<file path="src/itin_pkg.sv">
package itin_pkg;

    // Width of one airport code: three ASCII letters.
    localparam int CODE_W = 24;

    // Airport where every itinerary begins after reset.
    localparam logic [CODE_W-1:0] START_RESET = 24'h4A464B;

    // Result status codes.
    typedef enum logic [1:0] {
        ST_FOUND = 2'd0,
        ST_NONE  = 2'd1,
        ST_DROP  = 2'd2
    } t_status;

    // Commands from the controller to the datapath.
    typedef struct packed {
        logic    load;       // store the ticket of the accepted word
        logic    init;       // start a search at the start airport
        logic    scan_clr;   // restart the ticket scan
        logic    scan;       // advance the ticket scan
        logic    push;       // take the best ticket found by the scan
        logic    pop;        // drop the top ticket from the path stack
        logic    pop_load;   // return the popped ticket and set the floor
        logic    stk_emit;   // path stack read at the emit index
        logic    rd_stack;   // ticket store read at the slot from the stack
        logic    emit_begin; // emit index to zero
        logic    emit_adv;   // emit index to the next entry
        logic    out_load;   // load the output register
        logic    out_mem;    // output airport from the store, else start
        logic    out_last;   // last stop flag of the loaded word
        t_status out_status; // status of the loaded word
        logic    finish;     // clear the ticket store
    } t_cmd;

    // Status from the datapath to the controller.
    typedef struct packed {
        logic scan_done;
        logic best_valid;
        logic depth_zero;
        logic depth_eq_count;
        logic depth_full;
        logic emit_last;
        logic out_free;
        logic overflow;
    } t_stat;

endpackage

</file>
<file path="src/itin_dp.sv">
module itin_dp #(
    parameter int MAX_TICKETS = 32,
    parameter int CW = 6,
    parameter int SW = 5
) (
    input  logic                          i_clk,
    input  logic                          i_rst_n,
    input  itin_pkg::t_cmd                i_cmd,
    output itin_pkg::t_stat               o_stat,
    input  logic                          i_cfg_we,
    input  logic [itin_pkg::CODE_W-1:0]   i_cfg_wdata,
    input  logic [itin_pkg::CODE_W-1:0]   i_from_airport,
    input  logic [itin_pkg::CODE_W-1:0]   i_to_airport,
    output logic                          o_out_valid,
    input  logic                          i_out_ready,
    output logic [itin_pkg::CODE_W-1:0]   o_airport,
    output logic                          o_last_stop,
    output logic [1:0]                    o_status
);

    localparam int AW = itin_pkg::CODE_W;

    // Ticket store and path stack.
    logic [AW-1:0] mem_org [MAX_TICKETS];
    logic [AW-1:0] mem_dst [MAX_TICKETS];
    logic [SW-1:0] mem_stk [MAX_TICKETS];

    logic [AW-1:0]      r_start;
    logic [MAX_TICKETS-1:0] r_used;
    logic [CW-1:0]      r_count;
    logic               r_overflow;
    logic [CW-1:0]      r_depth;
    logic [CW-1:0]      r_emit;
    logic [AW-1:0]      r_here;
    logic               r_has_floor;
    logic [AW+SW-1:0]   r_floor;
    logic [CW-1:0]      r_scan_addr;
    logic               r_rd_vld;
    logic [SW-1:0]      r_rd_idx;
    logic [AW-1:0]      r_rd_org;
    logic [AW-1:0]      r_rd_dst;
    logic [SW-1:0]      r_stk_q;
    logic               r_best_vld;
    logic [AW+SW-1:0]   r_best;
    logic               r_out_vld;
    logic [AW-1:0]      r_out_airport;
    logic               r_out_last;
    itin_pkg::t_status  r_out_status;

    logic               full;
    logic               scan_issue;
    logic [SW-1:0]      rd_addr;
    logic [SW-1:0]      stk_addr;
    logic [AW+SW-1:0]   cand_key;
    logic               cand_ok;
    logic               out_free;

    assign full       = (r_count == CW'(MAX_TICKETS));
    assign scan_issue = i_cmd.scan && (r_scan_addr < r_count);
    assign rd_addr    = i_cmd.rd_stack ? r_stk_q : r_scan_addr[SW-1:0];
    assign stk_addr   = i_cmd.stk_emit ? r_emit[SW-1:0] : r_depth[SW-1:0];
    assign cand_key   = {r_rd_dst, r_rd_idx};
    assign out_free   = !r_out_vld || i_out_ready;

    // A scanned ticket qualifies if unused, leaving here, above the floor and below the best.
    assign cand_ok = r_rd_vld && !r_used[r_rd_idx] && (r_rd_org == r_here)
                     && (!r_has_floor || (cand_key > r_floor))
                     && (!r_best_vld || (cand_key < r_best));

    // Store writes and registered reads.
    always_ff @(posedge i_clk) begin
        if (i_cmd.load && !full) begin
            mem_org[r_count[SW-1:0]] <= i_from_airport;
            mem_dst[r_count[SW-1:0]] <= i_to_airport;
        end
        if (i_cmd.push) begin
            mem_stk[r_depth[SW-1:0]] <= r_best[SW-1:0];
        end
        r_rd_org <= mem_org[rd_addr];
        r_rd_dst <= mem_dst[rd_addr];
        r_stk_q  <= mem_stk[stk_addr];
    end

    // Start airport register.
    always_ff @(posedge i_clk) begin
        if (!i_rst_n) begin
            r_start <= itin_pkg::START_RESET;
        end else if (i_cfg_we) begin
            r_start <= i_cfg_wdata;
        end
    end

    // Used bits, counts and search position.
    always_ff @(posedge i_clk) begin
        if (!i_rst_n) begin
            r_used      <= '0;
            r_count     <= '0;
            r_overflow  <= 1'b0;
            r_depth     <= '0;
            r_emit      <= '0;
            r_has_floor <= 1'b0;
        end else begin
            if (i_cmd.load) begin
                if (full) begin
                    r_overflow <= 1'b1;
                end else begin
                    r_count <= r_count + 1'b1;
                end
            end
            if (i_cmd.init) begin
                r_depth     <= '0;
                r_has_floor <= 1'b0;
            end
            if (i_cmd.push) begin
                r_used[r_best[SW-1:0]] <= 1'b1;
                r_depth     <= r_depth + 1'b1;
                r_has_floor <= 1'b0;
            end
            if (i_cmd.pop) begin
                r_depth <= r_depth - 1'b1;
            end
            if (i_cmd.pop_load) begin
                r_used[r_stk_q] <= 1'b0;
                r_has_floor     <= 1'b1;
            end
            if (i_cmd.emit_begin) begin
                r_emit <= '0;
            end else if (i_cmd.emit_adv) begin
                r_emit <= r_emit + 1'b1;
            end
            if (i_cmd.finish) begin
                r_used     <= '0;
                r_count    <= '0;
                r_overflow <= 1'b0;
                r_depth    <= '0;
            end
        end
    end

    // Current airport and floor key.
    always_ff @(posedge i_clk) begin
        if (i_cmd.init) begin
            r_here <= r_start;
        end else if (i_cmd.push) begin
            r_here <= r_best[AW+SW-1:SW];
        end else if (i_cmd.pop_load) begin
            r_here  <= r_rd_org;
            r_floor <= {r_rd_dst, r_stk_q};
        end
    end

    // Scan over the store: one read issued per cycle, compared in the cycle after.
    always_ff @(posedge i_clk) begin
        if (!i_rst_n) begin
            r_scan_addr <= '0;
            r_rd_vld    <= 1'b0;
            r_best_vld  <= 1'b0;
        end else if (i_cmd.scan_clr) begin
            r_scan_addr <= '0;
            r_rd_vld    <= 1'b0;
            r_best_vld  <= 1'b0;
        end else begin
            r_rd_vld <= scan_issue;
            if (scan_issue) begin
                r_scan_addr <= r_scan_addr + 1'b1;
            end
            if (cand_ok) begin
                r_best_vld <= 1'b1;
            end
        end
    end

    always_ff @(posedge i_clk) begin
        if (scan_issue) begin
            r_rd_idx <= r_scan_addr[SW-1:0];
        end
        if (cand_ok) begin
            r_best <= cand_key;
        end
    end

    // Output register.
    always_ff @(posedge i_clk) begin
        if (!i_rst_n) begin
            r_out_vld <= 1'b0;
        end else if (i_cmd.out_load) begin
            r_out_vld <= 1'b1;
        end else if (i_out_ready) begin
            r_out_vld <= 1'b0;
        end
    end

    always_ff @(posedge i_clk) begin
        if (i_cmd.out_load) begin
            r_out_airport <= i_cmd.out_mem ? r_rd_dst : r_start;
            r_out_last    <= i_cmd.out_last;
            r_out_status  <= i_cmd.out_status;
        end
    end

    assign o_out_valid = r_out_vld;
    assign o_airport   = r_out_airport;
    assign o_last_stop = r_out_last;
    assign o_status    = r_out_status;

    // Status to the controller.
    always_comb begin
        o_stat.scan_done      = i_cmd.scan && !r_rd_vld && (r_scan_addr >= r_count);
        o_stat.best_valid     = r_best_vld;
        o_stat.depth_zero     = (r_depth == '0);
        o_stat.depth_eq_count = (r_depth == r_count);
        o_stat.depth_full     = (r_depth == CW'(MAX_TICKETS));
        o_stat.emit_last      = ((r_emit + 1'b1) == r_depth);
        o_stat.out_free       = out_free;
        o_stat.overflow       = r_overflow;
    end

    // The path never holds more tickets than the store.
    a_depth_le_count: assert property (@(posedge i_clk) disable iff (!i_rst_n)
        r_depth <= r_count)
        else $error("path deeper than ticket store");

    // After a compute item the store is empty.
    a_finish_clear: assert property (@(posedge i_clk) disable iff (!i_rst_n)
        i_cmd.finish |=> (r_count == '0 && r_used == '0 && !r_overflow))
        else $error("store not cleared");

    // A taken ticket is marked used.
    a_push_used: assert property (@(posedge i_clk) disable iff (!i_rst_n)
        i_cmd.push |=> r_used[$past(r_best[SW-1:0])])
        else $error("pushed ticket not marked used");

endmodule

</file>
<file path="config.mk">
export PLATFORM = sky130hd
export DESIGN_NAME = itin_dp
export DESIGN_NICKNAME = d
export VERILOG_FILES = /design/src/itin_pkg.sv /design/src/itin_dp.sv
export SDC_FILE = /design/constraint.sdc
export NUM_CORES = 2
export LEC_CHECK = 0
export ABC_AREA = 0
export BUFFER_PORTS_ARGS = -buffer_cell sky130_fd_sc_hd__buf_2
export CORE_AREA = 2 2 403 484
export CTS_CLUSTER_SIZE = 30
export DETAILED_ROUTE_END_ITERATION = 8
export DIE_AREA = 0 0 405 486
export PLACE_DENSITY = 0.65
export SLEW_MARGIN = 20
export SYNTH_ARGS = -nofsm -noshare
export SYNTH_HDL_FRONTEND = slang
export SYNTH_SLANG_ARGS = --single-unit
</file>
<file path="constraint.sdc">
create_clock -name i_clk -period 9.4 [get_ports i_clk]
set_input_delay 0.94 -clock i_clk [delete_from_list [all_inputs] [get_ports i_clk]]
set_output_delay 0.94 -clock i_clk [all_outputs]
set_load 0.01 [all_outputs]
</file>
# Word-level counts from Yosys, hierarchy flattened
# Memory sizes are Yosys's and may differ from the RTL's. A register that Yosys moved wholly into a read port is not among the register bits.
# Cells that the tools add are included.
# op_classes
addsub	5
n_lt_le_gt_ge	9
eq_ne	5
muxes	27
n_bitwise	7
reduce_logical	29
# op_table
op	n
$mux 24	4
$mux 32	3
$and 32x32->32	1
$not 32->32	1
$or 32x32->32	1
$gt 29x29->1	1
$lt 29x29->1	1
$add 6x1->6 const B	4
$eq 24x24->1	1
$lt 5x6->1 const B	3
$mux 6	3
$eq 6x6->1	2
$eq 6x6->1 const B	2
$mux 1	12
$demux 1 s5	2
$ge 5x1->1 const B	2
$logic_and 1x1->1	10
$mux 5	2
$ge 6x6->1	1
$logic_not 1->1	6
$logic_not 6->1	1
$lt 6x6->1	1
$reduce_bool 3->1	2
$reduce_or 2->1	3
7 further kinds	13
# word_totals
ff_bits	199
mem_bits_rw	1696
in_bits	93
out_inout_bits	36
wordCells	103
memories	3
# mem_list
memory	words	word_bits	read_ports	rd_ports_with_merged_regs	write_ports	line_no	source
mem_dst	32	24	1	1	1	itin_dp.sv:25	logic [AW-1:0] mem_dst [MAX_TICKETS];
mem_org	32	24	1	1	1	itin_dp.sv:24	logic [AW-1:0] mem_org [MAX_TICKETS];
mem_stk	32	5	1	1	1	itin_dp.sv:26	logic [SW-1:0] mem_stk [MAX_TICKETS];

# Logic depth before layout (Yosys ltp)
# depth
word_depth	9
depth_mapped	10
mapped_depth_nobuf	8

# Worst setup path after synthesis
# OpenSTA, ideal clock, no wires.
# synth_timing
path_kind	input to register
from	input port i_cmd[16] (netlist name)
to	memory mem_dst[10][0] (netlist name), enable pin
setup_time_ns	0.454
t_arrival_ns	3.573
required_ns	8.946
setup_slack_ns	5.374
path_stages	4
path_buffers	1
cell_sequence	clkbuf_1 nor2b_1 nand2_1 nor2_1
# synth_between
elab_chain_len	3
# synth_rtl
item	line_no	source
start: declaration	itin_dp.sv:8	input itin_pkg::t_cmd i_cmd,
$logic_and 1x1->1	itin_dp.sv:72	if (i_cmd.load && !full) begin
$mux 1	itin_dp.sv:72	
$mux 1 (implied by the code)	itin_dp.sv:74	mem_dst[r_count[SW-1:0]] <= i_to_airport;
end: declaration	itin_dp.sv:25	
# No other way between the ends.

==> impl_results.md <==
- Status: completed
- Critical Path Source: r_count[4]
- Bufs on Longest Clock Path: 3
- Async set-or-reset flop fraction in the synthesized netlist: 0%
- Die W: 405 um
- Worst R2R Start: r_rd_idx[0]
- Via density per instance: 5.566
- Drt drc: 0
- Crit-path cells: inv_1, ha_1, nand4_1, o21bai_1, o211ai_1, o211a_1, buf_2
- Hold Crit Start: i_cmd[2]
- Synth warnings: 0
- Port Buffers: 128
- DP Worst Slack: 4.920 ns
- Worst Setup EP: o_stat[7]
- First-pass detailed-route iteration total: 5
- CP Data Required Time: 8.46 ns
- Die height: 486 um
- Clock tree from TritonCTS: done
- Cts bufs inserted: 181
- GR Overflow Total: 0
- GRT Util Overall: 19.12%
- Post-Syn Nets: 4,331
- # rows: 176
- Post-DP HPWL: 99,120 um
- Period utilisation layout: 39.72%
- Max-slew violations: 0
- PwrDens: 216.8 nW/um2
- Worst min path class: in2reg
- Register Area: 57,110 um2
- Final hold vios: 0
- Number of nets still failing antenna checks after routing: 0
- Setup TNS: 0 ns
- Reg-to-Reg End: r_best[20]
- Setup ws final: 5.666 ns
- Register-to-Register Setup Slack: 5.73 ns
- Final #Nets: 4,488
- Die ar.: 196,800 um2
- Root Driver: clkbuf_16
- Max FO, Critical Path: 11
- Global-route wire length before repair: 274,000 um
- Yosys reg bits: 1,948
- Synth Instances: 4,164
- Library cells used by synthesis: 59
- CTS H-tree lvls: 4
- Initial antenna violation count: 31
- Drt first-iter violations: 4,326
- Fillers: 16.21k
- P_leak: 0.02861 uW
- Postcts setup bufs: 0
- Max stage delay cell, worst path: dfxtp_1
- Number of synthesized flops with an enable pin: 1,810
- P&R area growth vs syn: 13.08%
- CP Capture Type: output pin
- Max-cap violations: 0
- RSZ-0062 raised after global routing: no
- Worst path buffer plus inverter count: 2
- Slowest stage delay, CP: 0.64 ns
- Kind of critical path: reg2out
- Utilization after layout: 45.06%
- Worst slew pin tran: 1.143 ns
- GPL Wtd Cong: 0.8303
- Startpoint Class: register
- Avg WL per Cell: 26.68 um
- Vias in the first global route: 39.62k
- VDD IR-drop max: 0.0001998 V
- Clock sinks: 1,948
- Largest net degree at the start of global routing: 164
- Dominant synthesized flop cell: edfxtp_1
- Starting Density: 39.85%
- Slew headroom: 23.81%
- Final clock skew: 0.04493 ns
- Layout Cells excl Fill: 7,064
- CTS resizes: 0
- Share of layout cells above drive strength 1: 22.02%
- Crit path DAT: 2.79 ns
- Family with the most delay on the worst path: flip-flops
- CP Depth: 7
- Synthesized area: 76,420 um2
- Cell depth of the worst flop-to-flop path: 7
- Final setup vio count: 0
- Syn avg cell area: 18.35 um2
- CTS Hold Buffers Added: 0
- Worst-skew pair later-pin latency: 0.84 ns
- Fmax: 0.2678 GHz
- Routed vias: 39.32k
- Inst Count DP: 6,716
- Multi-input gate area: 18,330 um2
- Worst hold slack: 0.2792 ns
- Post-Route WL: 188,400 um
- Core area: 191,800 um2
- Sequential fraction of the synthesis area: 74.73%
- Num ports: 129
- Final Critical Period: 3.734 ns
- Clock-pin slew on the worst setup and hold paths: 0.06 ns
## per-stage QoR
stage	cell area [um2]	total power [uW]
final	86420	18740
after CTS	86340	18870
after global placement	80200	11430
after floorplan	76420	10860
after global routing	86420	19300
after detailed placement	80230	11450
## cell usage after synthesis (32+ instances only)
library cell     n  area (um2)
clkbuf_1       124       465.5
a211oi_1        39       292.8
nand3_1        266        1331
edfxtp_1      1810       54350
nand2_1        555        2083
nor3_1          32       160.2
ha_1            74       925.9
dfxtp_1        138        2763
mux2i_1         60       600.6
a21oi_1         55       275.3
inv_1           73       274.0
mux4_2         426        9594
xor2_1          38       332.8
nor2_1          90       337.8
buf_2           52       260.3
o21ai_0        102       510.5
## flip-flops by register name, indices dropped and copies added (netlist names), 24 cells and up
register and flops:
r_rd_org 24, r_floor 29, r_best 29, mem_stk 160, o_airport 24, r_start 24, mem_org 768, r_rd_dst 24
r_here 24, r_used 32, mem_dst 768
## worst min-delay path by stage
stage	depth (start not counted)	slack (ns)	end
after floorplan	0	0.41	r_floor[2]
after global placement	2	0.48	r_start[1]
after detailed placement	2	0.49	r_start[3]
after CTS	1	0.21	o_status[1]
after global routing	1	0.25	o_last_stop
final	1	0.28	o_status[1]
## power breakdown
part / internal (uW) / switching, uW
Clock: 4240 / 3240
Combinational: 598 / 822
Sequential: 9600 / 236
## cell type report
class | count | share of cell area, %
clock buffers | 237 | 5.780
clock inverters | 103 | 1.299
inverters | 73 | 0.3171
repair buffers | 203 | 1.555
diodes | 5 | 0.01448
flip-flops and latches | 1948 | 66.09
multi-input cells | 1914 | 21.21
well taps | 2581 | 3.737
## layer usage
metal,up-vias,wire length (um),part of all wire [%],GRT usage (%)
li1,16738,-,-,-
met1,20749,76460,41,25.61
met2,1477,93090,49,31.93
met3,325,14120,7.5,3.591
met4,26,4605,2.4,5.294
met5,-,168,0.089,0
## placed cells by master (no fill, tap or decap), drive strengths merged, types with 11 or more instances in the layout
cell	count
o21ai	103
inv	79
clkbuf	237
nor2b	22
mux2	27
a211oi	40
xnor2	15
bufinv	17
nor2	90
ha	74
nand2b	11
clkinv	68
edfxtp	1810
buf	203
nand4	18
a21oi	55
clkinvlp	12
nor3	32
nand3	266
dfxtp	138
mux2i	61
nand2	555
mux4	433
xor2	38
## logic make-up after synthesis
| family | count (synthesis) | synth area share, % |
|---|---|---|
| XOR/XNOR | 53 | 0.6074 |
| AO/OA/AOI/OAI | 231 | 1.821 |
| multiplexers | 521 | 14.00 |
| AND/OR/NAND/NOR | 1035 | 5.920 |
| flip-flops | 1948 | 74.73 |
| adder cells (fa/ha/maj) | 74 | 1.212 |
| buffers and inverters | 302 | 1.711 |
(Power assumes the default switching activity.)
