File: src/itin_pkg.sv
package itin_pkg;

    // Width of one airport code: three ASCII letters.
    localparam int CODE_W = 24;

    // Airport where every itinerary begins after reset.
    localparam logic [CODE_W-1:0] START_RESET = 24'h4A464B;

    // Result status codes.
    typedef enum logic [1:0] {
        ST_FOUND = 2'd0,
        ST_NONE  = 2'd1,
        ST_DROP  = 2'd2
    } t_status;

    // Commands from the controller to the datapath.
    typedef struct packed {
        logic    load;       // store the ticket of the accepted word
        logic    init;       // start a search at the start airport
        logic    scan_clr;   // restart the ticket scan
        logic    scan;       // advance the ticket scan
        logic    push;       // take the best ticket found by the scan
        logic    pop;        // drop the top ticket from the path stack
        logic    pop_load;   // return the popped ticket and set the floor
        logic    stk_emit;   // path stack read at the emit index
        logic    rd_stack;   // ticket store read at the slot from the stack
        logic    emit_begin; // emit index to zero
        logic    emit_adv;   // emit index to the next entry
        logic    out_load;   // load the output register
        logic    out_mem;    // output airport from the store, else start
        logic    out_last;   // last stop flag of the loaded word
        t_status out_status; // status of the loaded word
        logic    finish;     // clear the ticket store
    } t_cmd;

    // Status from the datapath to the controller.
    typedef struct packed {
        logic scan_done;
        logic best_valid;
        logic depth_zero;
        logic depth_eq_count;
        logic depth_full;
        logic emit_last;
        logic out_free;
        logic overflow;
    } t_stat;

endpackage

File: src/itin_ctrl.sv
module itin_ctrl (
    input  logic            i_clk,
    input  logic            i_rst_n,
    input  logic            i_in_valid,
    input  logic            i_action,
    input  itin_pkg::t_stat i_stat,
    output logic            o_in_ready,
    output itin_pkg::t_cmd  o_cmd
);

    typedef enum logic [9:0] {
        S_IDLE  = 10'b0000000001,
        S_SCAN  = 10'b0000000010,
        S_POP_A = 10'b0000000100,
        S_POP_S = 10'b0000001000,
        S_POP_M = 10'b0000010000,
        S_RES   = 10'b0000100000,
        S_EM_ST = 10'b0001000000,
        S_EM_A  = 10'b0010000000,
        S_EM_S  = 10'b0100000000,
        S_EM_M  = 10'b1000000000
    } t_state;

    t_state            r_state, n_state;
    itin_pkg::t_status r_code, n_code;

    // State and single-result code registers.
    always_ff @(posedge i_clk) begin
        if (!i_rst_n) begin
            r_state <= S_IDLE;
            r_code  <= itin_pkg::ST_FOUND;
        end else begin
            r_state <= n_state;
            r_code  <= n_code;
        end
    end

    assign o_in_ready = (r_state == S_IDLE);

    // Next state and commands.
    always_comb begin
        n_state = r_state;
        n_code  = r_code;
        o_cmd   = '0;
        o_cmd.out_status = itin_pkg::ST_FOUND;
        unique case (r_state)
            S_IDLE: begin
                if (i_in_valid) begin
                    if (!i_action) begin
                        o_cmd.load = 1'b1;
                    end else if (i_stat.overflow) begin
                        n_code  = itin_pkg::ST_DROP;
                        n_state = S_RES;
                    end else begin
                        o_cmd.init     = 1'b1;
                        o_cmd.scan_clr = 1'b1;
                        n_state        = S_SCAN;
                    end
                end
            end
            S_SCAN: begin
                o_cmd.scan = 1'b1;
                if (i_stat.scan_done) begin
                    if (i_stat.best_valid && !i_stat.depth_full) begin
                        o_cmd.push     = 1'b1;
                        o_cmd.scan_clr = 1'b1;
                    end else if (i_stat.depth_eq_count) begin
                        n_state = S_EM_ST;
                    end else if (i_stat.depth_zero) begin
                        n_code  = itin_pkg::ST_NONE;
                        n_state = S_RES;
                    end else begin
                        o_cmd.pop = 1'b1;
                        n_state   = S_POP_A;
                    end
                end
            end
            S_POP_A: begin
                n_state = S_POP_S;
            end
            S_POP_S: begin
                o_cmd.rd_stack = 1'b1;
                n_state        = S_POP_M;
            end
            S_POP_M: begin
                o_cmd.pop_load = 1'b1;
                o_cmd.scan_clr = 1'b1;
                n_state        = S_SCAN;
            end
            S_RES: begin
                if (i_stat.out_free) begin
                    o_cmd.out_load   = 1'b1;
                    o_cmd.out_last   = 1'b1;
                    o_cmd.out_status = r_code;
                    o_cmd.finish     = 1'b1;
                    n_state          = S_IDLE;
                end
            end
            S_EM_ST: begin
                if (i_stat.out_free) begin
                    o_cmd.out_load = 1'b1;
                    o_cmd.out_last = i_stat.depth_zero;
                    if (i_stat.depth_zero) begin
                        o_cmd.finish = 1'b1;
                        n_state      = S_IDLE;
                    end else begin
                        o_cmd.emit_begin = 1'b1;
                        n_state          = S_EM_A;
                    end
                end
            end
            S_EM_A: begin
                o_cmd.stk_emit = 1'b1;
                n_state        = S_EM_S;
            end
            S_EM_S: begin
                o_cmd.stk_emit = 1'b1;
                o_cmd.rd_stack = 1'b1;
                n_state        = S_EM_M;
            end
            S_EM_M: begin
                // Keep the store read on the stack slot so the airport holds while stalled.
                o_cmd.stk_emit = 1'b1;
                o_cmd.rd_stack = 1'b1;
                if (i_stat.out_free) begin
                    o_cmd.out_load = 1'b1;
                    o_cmd.out_mem  = 1'b1;
                    o_cmd.out_last = i_stat.emit_last;
                    if (i_stat.emit_last) begin
                        o_cmd.finish = 1'b1;
                        n_state      = S_IDLE;
                    end else begin
                        o_cmd.emit_adv = 1'b1;
                        n_state        = S_EM_A;
                    end
                end
            end
            default: begin
                n_state = S_IDLE;
            end
        endcase
    end

    // A ticket is taken only when the scan found one.
    a_push_best: assert property (@(posedge i_clk) disable iff (!i_rst_n)
        o_cmd.push |-> i_stat.best_valid)
        else $error("push without a candidate ticket");

    // A single result is only a failure or a dropped-ticket report.
    a_res_code: assert property (@(posedge i_clk) disable iff (!i_rst_n)
        (r_state == S_RES) |-> (r_code == itin_pkg::ST_NONE || r_code == itin_pkg::ST_DROP))
        else $error("single result with found status");

    // The output register is loaded only when it is free.
    a_out_free: assert property (@(posedge i_clk) disable iff (!i_rst_n)
        o_cmd.out_load |-> i_stat.out_free)
        else $error("output overwritten");

endmodule

File: config.mk
export PLATFORM = sky130hd
export DESIGN_NAME = itin_ctrl
export DESIGN_NICKNAME = d
export VERILOG_FILES = /design/src/itin_pkg.sv /design/src/itin_ctrl.sv
export SDC_FILE = /design/constraint.sdc
export NUM_CORES = 1
export LEC_CHECK = 0
export BUFFER_PORTS_ARGS = -buffer_cell sky130_fd_sc_hd__buf_2
export CAP_MARGIN = 0
export CORE_ASPECT_RATIO = 1.1
export CORE_UTILIZATION = 47
export CTS_CLUSTER_DIAMETER = 30
export DETAILED_ROUTE_END_ITERATION = 8
export GPL_ROUTABILITY_DRIVEN = 0
export GPL_TIMING_DRIVEN = 1
export PLACE_DENSITY = 0.75
export SLEW_MARGIN = 10
export SYNTH_ARGS = -nofsm -noshare
export SYNTH_HDL_FRONTEND = slang
export SYNTH_SLANG_ARGS = --single-unit
File: constraint.sdc
create_clock -name i_clk -period 2.6 [get_ports i_clk]
set_input_delay 0.26 -clock i_clk [delete_from_list [all_inputs] [get_ports i_clk]]
set_output_delay 0.26 -clock i_clk [all_outputs]
set_load 0.005 [all_outputs]
Word-level counts from Yosys, hierarchy flattened
Cells that the tools add are included.
{"block": "word_totals", "out_inout_bits": 18, "input_bits": 12, "ff_bits": 12, "wordCells": 84}
{"block": "op_classes", "n_eq_ne": 20, "muxes": 54, "n_reduce_logical": 8}
{"cell": "$pmux 10 s10", "n": 1}
{"cell": "$mux 10", "n": 8}
{"cell": "$mux 2", "n": 12}
{"cell": "$mux 1", "n": 20}
{"cell": "$ne 2x2->1 const B", "n": 10}
{"cell": "$mux 8", "n": 2}
{"cell": "$mux 6", "n": 2}
{"cell": "$eq 10x1->1 const B", "n": 1}
{"cell": "$eq 10x10->1 const B", "n": 1}
{"cell": "$eq 10x2->1 const B", "n": 1}
{"cell": "$eq 10x3->1 const B", "n": 1}
{"cell": "$eq 10x4->1 const B", "n": 1}
{"cell": "$eq 10x5->1 const B", "n": 1}
{"cell": "$eq 10x6->1 const B", "n": 1}
{"cell": "$eq 10x7->1 const B", "n": 1}
{"cell": "$eq 10x8->1 const B", "n": 1}
{"cell": "$eq 10x9->1 const B", "n": 1}
{"cell": "$pmux 1 s3", "n": 3}
{"cell": "$mux 4", "n": 2}
{"cell": "$reduce_and 8->1", "n": 1}
{"cell": "$reduce_and 7->1", "n": 1}
{"cell": "$mux 3", "n": 2}
{"cell": "$reduce_or 3->1", "n": 2}
{"cell": "$pmux 2 s2", "n": 1}
{"cell": "other kinds (5)", "n": 5}

Depth between registers and ports, before layout
Gate-level depths: netlist of the first run.
{"block": "depth", "depth_word": 5, "depth_mapped": 6, "ltp_nobuf": 5}

Worst setup path before layout of the first run
Ideal clock, no wire load.
{"block": "synth_path", "path_kind": "register -> output", "start": "register r_state[8]", "end": "output port o_cmd[14] (netlist bit)", "setup_slack_ps": 521, "arrival_time_ps": 1819, "required_time_ps": 2340, "stages_incl_launch_ff": 7, "path_buffers": 1, "path_cell_list": "dfxtp_1 -> buf_6 -> or4_4 -> or3_4 -> nor4_2 -> nor2_1 -> o21ai_0"}
{"element": "from (decl)", "line": "itin_ctrl.sv:24", "rtl": "t_state r_state, n_state;"}
{"element": "from (signal assigned)", "line": "itin_ctrl.sv:33", "rtl": "r_state <= n_state;"}
{"element": "to (decl)", "line": "itin_ctrl.sv:8", "rtl": "output itin_pkg::t_cmd o_cmd"}

==> flow_metrics.py, run 1 <==
metrics = {
    "cells_and_area": {
        "final_cells": 172,
        "drive_gt1_share_pct": 28.3,
        "mostFrequentLayoutCells": "29 x buf_2, 10 x o21ai_0, 10 x dfxtp_1, 9 x nor2_1, 6 x nand2_1",
        "areaGrowthSynthToFinish_pct": 18.7,
        "layout.nets": 158,
        "seqCellArea_um2": 243,
        "n_fill_cell": 162,
        "final_common_cell": "buf_2",
        "multi_input_area_um2": 641,
        "n_antenna_cell": 0,
    },
    "floorplan": {
        "initial_core_util_pct": 51.6,
        "std_cell_rows": 16,
        "die-width_um": 44.7,
        "die_h_um": 48.9,
        "die-area_mm2": 0.00218,
        "io_pins": 30,
        "coreArea_mm2": 0.00182,
    },
    "cts": {
        "cts_sinks": 12,
        "cts_buffer_depth": 2,
        "clock_latency_ns": 0.27,
        "cts_tree": "built",
        "cts_buffers": 3,
        "root_buffer": "clkbuf_4",
        "ctsHoldBuffers": 0,
        "clk_pin_slew_ns": 0.09,
        "htreeDepth": 1,
    },
    "drt": {
        "ant_nets": 0,
        "vias": 968,
        "wl_per_cell_um": 13.5,
        "wl_mm": 2.32,
        "vias_per_cell": 5.63,
        "firstDrtPassIters": 4,
        "drtIter0Drc": 35,
        "drc_errors": 0,
    },
    "pwr": {
        "power.leakage_nw": 0.524,
        "p_total_mw": 0.459,
        "worst_ir_drop_vdd_mv": 0.238,
        "p_per_area_mw_per_mm2": 411,
    },
    "timing": {
        "setup_tns_ns": 0,
        "worst_slew_pin_slew_ns": 0.622,
        "skew_ns": 0.00426,
        "period_needed_ns": 2.47,
        "finalHoldViolCount": 0,
        "rsz0062_at_grt": "no",
        "drv_slew": 0,
        "setup_viol": 0,
        "period_share_pct": 95.0,
        "clock.fmax_mhz": 405,
        "slew_headroom_pct": 58.4,
    },
    "grt": {
        "use_met3_pct": 2.22,
        "grt_use_met2_pct": 38.2,
        "antenna_found_initial": 0,
        "track_usage_pct": 22.3,
        "grt_remaining_overflow": 0,
        "grt_pass1_vias": 865,
        "top_usage_layer": "met2",
        "grt_use_met1_pct": 29.5,
        "grt_max_degree": 12,
        "grt_pass1_wl_mm": 3.75,
    },
    "synthesis": {
        "yosysUniqueCellTypes": 38,
        "yosys_warnings": 0,
        "ys.flop_type": "dfxtp_1",
        "synth-edff-count": 0,
        "synth_top_area_share_pct": 25.5,
        "ys_ff_latch": 12,
        "syn-cell-area_um2": 941,
        "seq_area_frac_synth_pct": 25.5,
        "yosysTopAreaCell": "dfxtp_1",
        "synth.avg_cell_area_um2": 7.91,
        "syn_nets": 131,
        "synth_area_leaders": "dfxtp_1 26%, o21ai_0 5.3%, nor4_4 4.5%",
        "postSynthCellCount": 119,
        "async_flop_share_pct": 0,
    },
    "setup_path": {
        "crit_fanout": 8,
        "slowest_delay_ns": 0.51,
        "crit_family": "simple AND/OR/NAND/NOR gates",
        "cp.arrival_ns": 2.21,
        "cp_slowest_cell": "or3_1",
        "cp-start-kind": "register",
        "ff2ff_path_depth": 5,
        "path_buf_inv": 1,
        "critPathRequiredTime_ns": 2.34,
        "worstPathCellList": "or3_1 > or3_4 > nor4_2 > nor2_1 > o21ai_0 > buf_2",
        "r2r-end": "r_state[4]",
        "crit_path_end_kind": "primary output",
        "setup.reg_to_reg.worst_slack_ns": 0.45,
        "crit_type": "reg2out",
        "reg2reg_from": "r_state[3]",
    },
    "status": {
        "status": "finished, final reports clean",
    },
    "hold_path": {
        "hp-class": "in2reg",
        "worstHoldStart": "i_rst_n",
        "holdPathStages": 3,
        "hold_end": "r_code[1]",
    },
    "placement": {
        "io_buffer_count": 29,
        "dp_cells": 168,
        "hpwl_mm": 1.74,
    },
    "flow_run": {
        "max_cap_viol_count": 0,
    },
}
-- worst reg2reg max path, cell delays in order (launching register included) --
cell and delay [ns]:
dfxtp_1 0.43, nor4_1 0.49, nand3_1 0.21, a21oi_1 0.46, nor3b_1 0.22, and4_1 0.25
-- power by group --
group	switching, mW	internal [mW]
logic	0.0618	0.0454
clock network	0.0671	0.0850
registers	0.00970	0.190
-- cells in the mapped netlist, drive strengths merged, types with 3 or more instances --
cell type  instances
dfxtp             12
inv                5
and3               5
nand2b             3
nor2b              5
nor2               9
xor2               3
buf                3
nor4               7
or3                6
nand2              6
nor3               4
o21ai             10
a21boi             5
clkbuf             4
a21oi              5
xnor2              3
and2               3
-- worst max path at each step --
stage | start | to | slack [ns] | cells past startpoint
6_report | r_state[5] | o_cmd[14] | 0.13 | 6
5_1_grt | r_state[5] | o_cmd[14] | 0.03 | 6
4_1_cts | r_state[8] | o_cmd[14] | 0.08 | 6
3_5_place_dp | r_state[8] | o_cmd[14] | 0.39 | 6
3_3_place_gp | r_state[9] | o_cmd[14] | 0.44 | 6
2_1_floorplan | r_state[8] | o_cmd[14] | 0.52 | 6
-- cell type report --
type,count,area share (%)
multi-input combinational,95,57.3
sequential,12,21.7
timing repair buffer,29,13.0
clock buffer,4,3.25
tap,27,3.02
inverter,5,1.68
-- cells by family after synthesis --
logic type      after synthesis  share of synthesized area [%]
simple gates                 59                           41.4
compound gates               29                           20.1
flops                        12                           25.5
buf+inv                      12                           6.38
xor+xnor                      6                           5.59
mux                           1                           1.06
-- per-stage QoR --
stage	hold WS [ns]	instance area, µm²	utilization, %	setup WS [ns]
final	0.300	1120	61.3	0.130
after global routing	0.308	1120	61.3	0.0317
after CTS	0.301	1110	61.2	0.0784
after detailed placement	0.515	1080	59.2	0.388
after global placement	0.507	1080	59.2	0.442
after floorplan	0.388	941	-	0.521
-- registers in the layout (all words and copies together) (netlist names) --
register,count
r_code,2
r_state,10
-- layer usage --
layer  up-vias  wire length, µm
met4         0                0
met2        26             1180
li1        490                -
met3         0               85
met5         -                0
met1       452             1050
-- timing repair --
| item | 4_1_cts | 5_1_grt |
|---|---|---|
| endpoints found under the hold margin | 0 | 0 |
| buffers inserted | 0 | 0 |
| resized for setup | 0 | 2 |
| endpoints found under the setup margin | 0 | 1 |
Note: power is estimated with default switching activity, not from simulation.
==> run 2, diff against run 1 <==
--- a/config.mk
+++ b/config.mk
@@ -5,6 +5,7 @@
 export SDC_FILE = /design/constraint.sdc
 export NUM_CORES = 1
 export LEC_CHECK = 0
+export ABC_AREA = 1
 export BUFFER_PORTS_ARGS = -buffer_cell sky130_fd_sc_hd__buf_2
 export CAP_MARGIN = 0
 export CORE_ASPECT_RATIO = 1.1
@@ -13,7 +14,7 @@
 export DETAILED_ROUTE_END_ITERATION = 8
 export GPL_ROUTABILITY_DRIVEN = 0
 export GPL_TIMING_DRIVEN = 1
-export PLACE_DENSITY = 0.75
+export PLACE_DENSITY = 0.73
 export SLEW_MARGIN = 10
 export SYNTH_ARGS = -nofsm -noshare
 export SYNTH_HDL_FRONTEND = slang
==> flow_metrics.py, run 2 <==
metrics = {
    "timing": {
        "slew_headroom_pct": 75.4,
        "finalHoldViolCount": 0,
        "rsz0062_at_grt": "no",
        "period_needed_ns": 2.13,
        "skew_ns": 0.00184,
        "worst_slew_pin_slew_ns": 0.365,
        "drv_slew": 0,
        "setup_tns_ns": 0,
        "setup_viol": 0,
        "period_share_pct": 82.1,
        "clock.fmax_mhz": 469,
    },
    "floorplan": {
        "initial_core_util_pct": 49.7,
        "die_h_um": 53.2,
        "std_cell_rows": 18,
        "die-area_mm2": 0.00258,
        "coreArea_mm2": 0.00225,
        "die-width_um": 48.5,
        "io_pins": 30,
    },
    "synthesis": {
        "ys.flop_type": "dfxtp_1",
        "yosysMostFrequentCell": "nand2_1",
        "synth_compound_area_share_pct": 4.69,
        "synth_simple_gate_area_share_pct": 57.8,
        "syn_nets": 203,
        "yosysUniqueCellTypes": 22,
        "postSynthCellCount": 191,
        "synth_area_leaders": "dfxtp_1 21%, nand2_1 13%, inv_1 11%",
        "synthXorXnorAreaFrac_pct": 0,
        "synthMuxAreaShare_pct": 0,
        "syn-cell-area_mm2": 0.00112,
        "ys_ff_latch": 12,
        "synth-edff-count": 0,
        "synthAdderAreaFrac_pct": 0,
        "synth_top_area_share_pct": 21.5,
        "yosys_warnings": 0,
        "synth.avg_cell_area_um2": 5.86,
        "synth_top_family_by_area": "simple AND/OR/NAND/NOR gates",
        "seq_area_frac_synth_pct": 21.5,
        "async_flop_share_pct": 0,
        "yosysTopAreaCell": "dfxtp_1",
        "synth_commonest_cells": "40 x nand2_1, 32 x inv_1, 26 x nor2_1",
    },
    "setup_path": {
        "critPathCapture": "o_cmd[0]",
        "crit_type": "reg2out",
        "setup.reg_to_reg.worst_slack_ns": 0.96,
        "cp-start-kind": "register",
        "cp.arrival_ns": 1.87,
        "critPathRequiredTime_ns": 2.34,
        "r2r-end": "r_state[2]",
        "ff2ff_path_depth": 11,
        "reg2reg_from": "r_state[9]",
        "crit_path_end_kind": "primary output",
        "startpoint": "r_state[9]",
        "crit_fanout": 11,
    },
    "grt": {
        "grt_pass1_vias": 1123,
        "grt_pass1_wl_mm": 4.74,
        "grt_max_degree": 12,
        "grt_remaining_overflow": 0,
        "track_usage_pct": 24.1,
        "antenna_found_initial": 0,
    },
    "cts": {
        "cts_tree": "built",
        "root_buffer": "clkbuf_4",
        "cts_buffer_depth": 2,
        "clk_pin_slew_ns": 0.08,
        "cts_setup_buffers": 0,
        "clock_latency_ns": 0.28,
        "ctsHoldBuffers": 0,
        "htreeDepth": 1,
        "cts_sinks": 12,
        "ctsResizeCount": 0,
        "cts_buffers": 3,
    },
    "cells_and_area": {
        "n_antenna_cell": 0,
        "regMostFlops": "r_state",
        "final_common_cell": "nand2_1",
        "multi_input_area_um2": 699,
        "mostFrequentLayoutCells": "40 x nand2_1, 32 x inv_1, 29 x buf_2, 26 x nor2_1, 22 x nand3_1",
        "areaGrowthSynthToFinish_pct": 17.9,
        "top_regs": "r_state x10, r_code x2",
        "largest_reg_flops": 10,
        "layout.nets": 234,
        "seqCellArea_um2": 240,
        "n_fill_cell": 238,
        "drive_gt1_share_pct": 28.5,
    },
    "drt": {
        "wl_per_cell_um": 11.8,
        "wl_mm": 2.95,
        "drtIter0Drc": 53,
        "ant_nets": 0,
        "vias": 1278,
        "firstDrtPassIters": 4,
        "vias_per_cell": 5.09,
        "drc_errors": 0,
    },
    "pwr": {
        "power.leakage_nw": 0.805,
        "worst_ir_drop_vdd_mv": 0.458,
        "p_total_mw": 0.985,
        "p_per_area_mw_per_mm2": 746,
    },
    "hold_path": {
        "hp-class": "in2reg",
    },
    "placement": {
        "io_buffer_count": 29,
        "hpwl_mm": 2.39,
    },
    "flow_run": {
        "max_cap_viol_count": 0,
    },
    "status": {
        "status": "finished, final reports clean",
    },
}
## run 2: how the worst min path moves through the flow
stage,from,endpoint,slack (ns),depth (start not counted)
floorplan,i_stat[4],r_state[2],0.43,3
global placement,r_code[1],r_code[1],0.46,2
detailed placement,r_code[1],r_code[1],0.46,2
CTS,i_rst_n,r_state[5],0.29,3
global route,i_rst_n,r_state[1],0.31,3
finish,i_rst_n,r_state[1],0.30,3
## run 2: kinds of logic (layout without fill, tap and decap cells)
| group | after synthesis | in the layout |
|---|---|---|
| AND/OR/NAND/NOR | 124 | 124 |
| buffers and inverters | 45 | 75 |
| flip-flops | 12 | 12 |
| AO/OA/AOI/OAI | 10 | 10 |
## run 2: report_power, final
group	internal [mW]	switching (mW)	leakage [nW]
logic	0.191	0.386	0.686
registers	0.211	0.0410	0.0975
clock network	0.0852	0.0707	0.0210
total	0.487	0.497	0.805
## run 2: metal layers
layer	track usage, %	up-vias	wire [µm]
met3	2.59	8	190
li1	-	666	-
met2	43.4	43	1410
met5	0	-	0
met1	28.9	561	1280
met4	11.3	0	73
## run 2: through the flow
stage | setup WS (ns) | cell area, µm² | hold WS (ns) | util [%] | instances
finish | 0.466 | 1320 | 0.296 | 58.6 | 251
global route | 0.234 | 1320 | 0.311 | 58.6 | 251
CTS | 0.472 | 1320 | 0.293 | 58.6 | 251
detailed placement | 0.796 | 1280 | 0.461 | 57.0 | 247
global placement | 0.871 | 1280 | 0.457 | 57.0 | 247
floorplan | 0.998 | 1120 | 0.430 | - | 191
## run 2: critical path, cell delays in order, from the launching register on
cell,delay (ns)
dfxtp_1,0.33
nor2_2,0.09
buf_4,0.18
nand2_1,0.06
nor2_1,0.23
nand3_1,0.16
o21ai_0,0.18
inv_1,0.07
a21oi_1,0.15
buf_2,0.13
## run 2: cell type report
| cell class | count | share of cell area [%] |
|---|---|---|
| Sequential cell | 12 | 18.2 |
| Inverter | 41 | 11.7 |
| Tap cell | 30 | 2.84 |
| Clock buffer | 4 | 2.75 |
| Multi-Input combinational cell | 134 | 53.0 |
| Timing Repair Buffer | 30 | 11.6 |
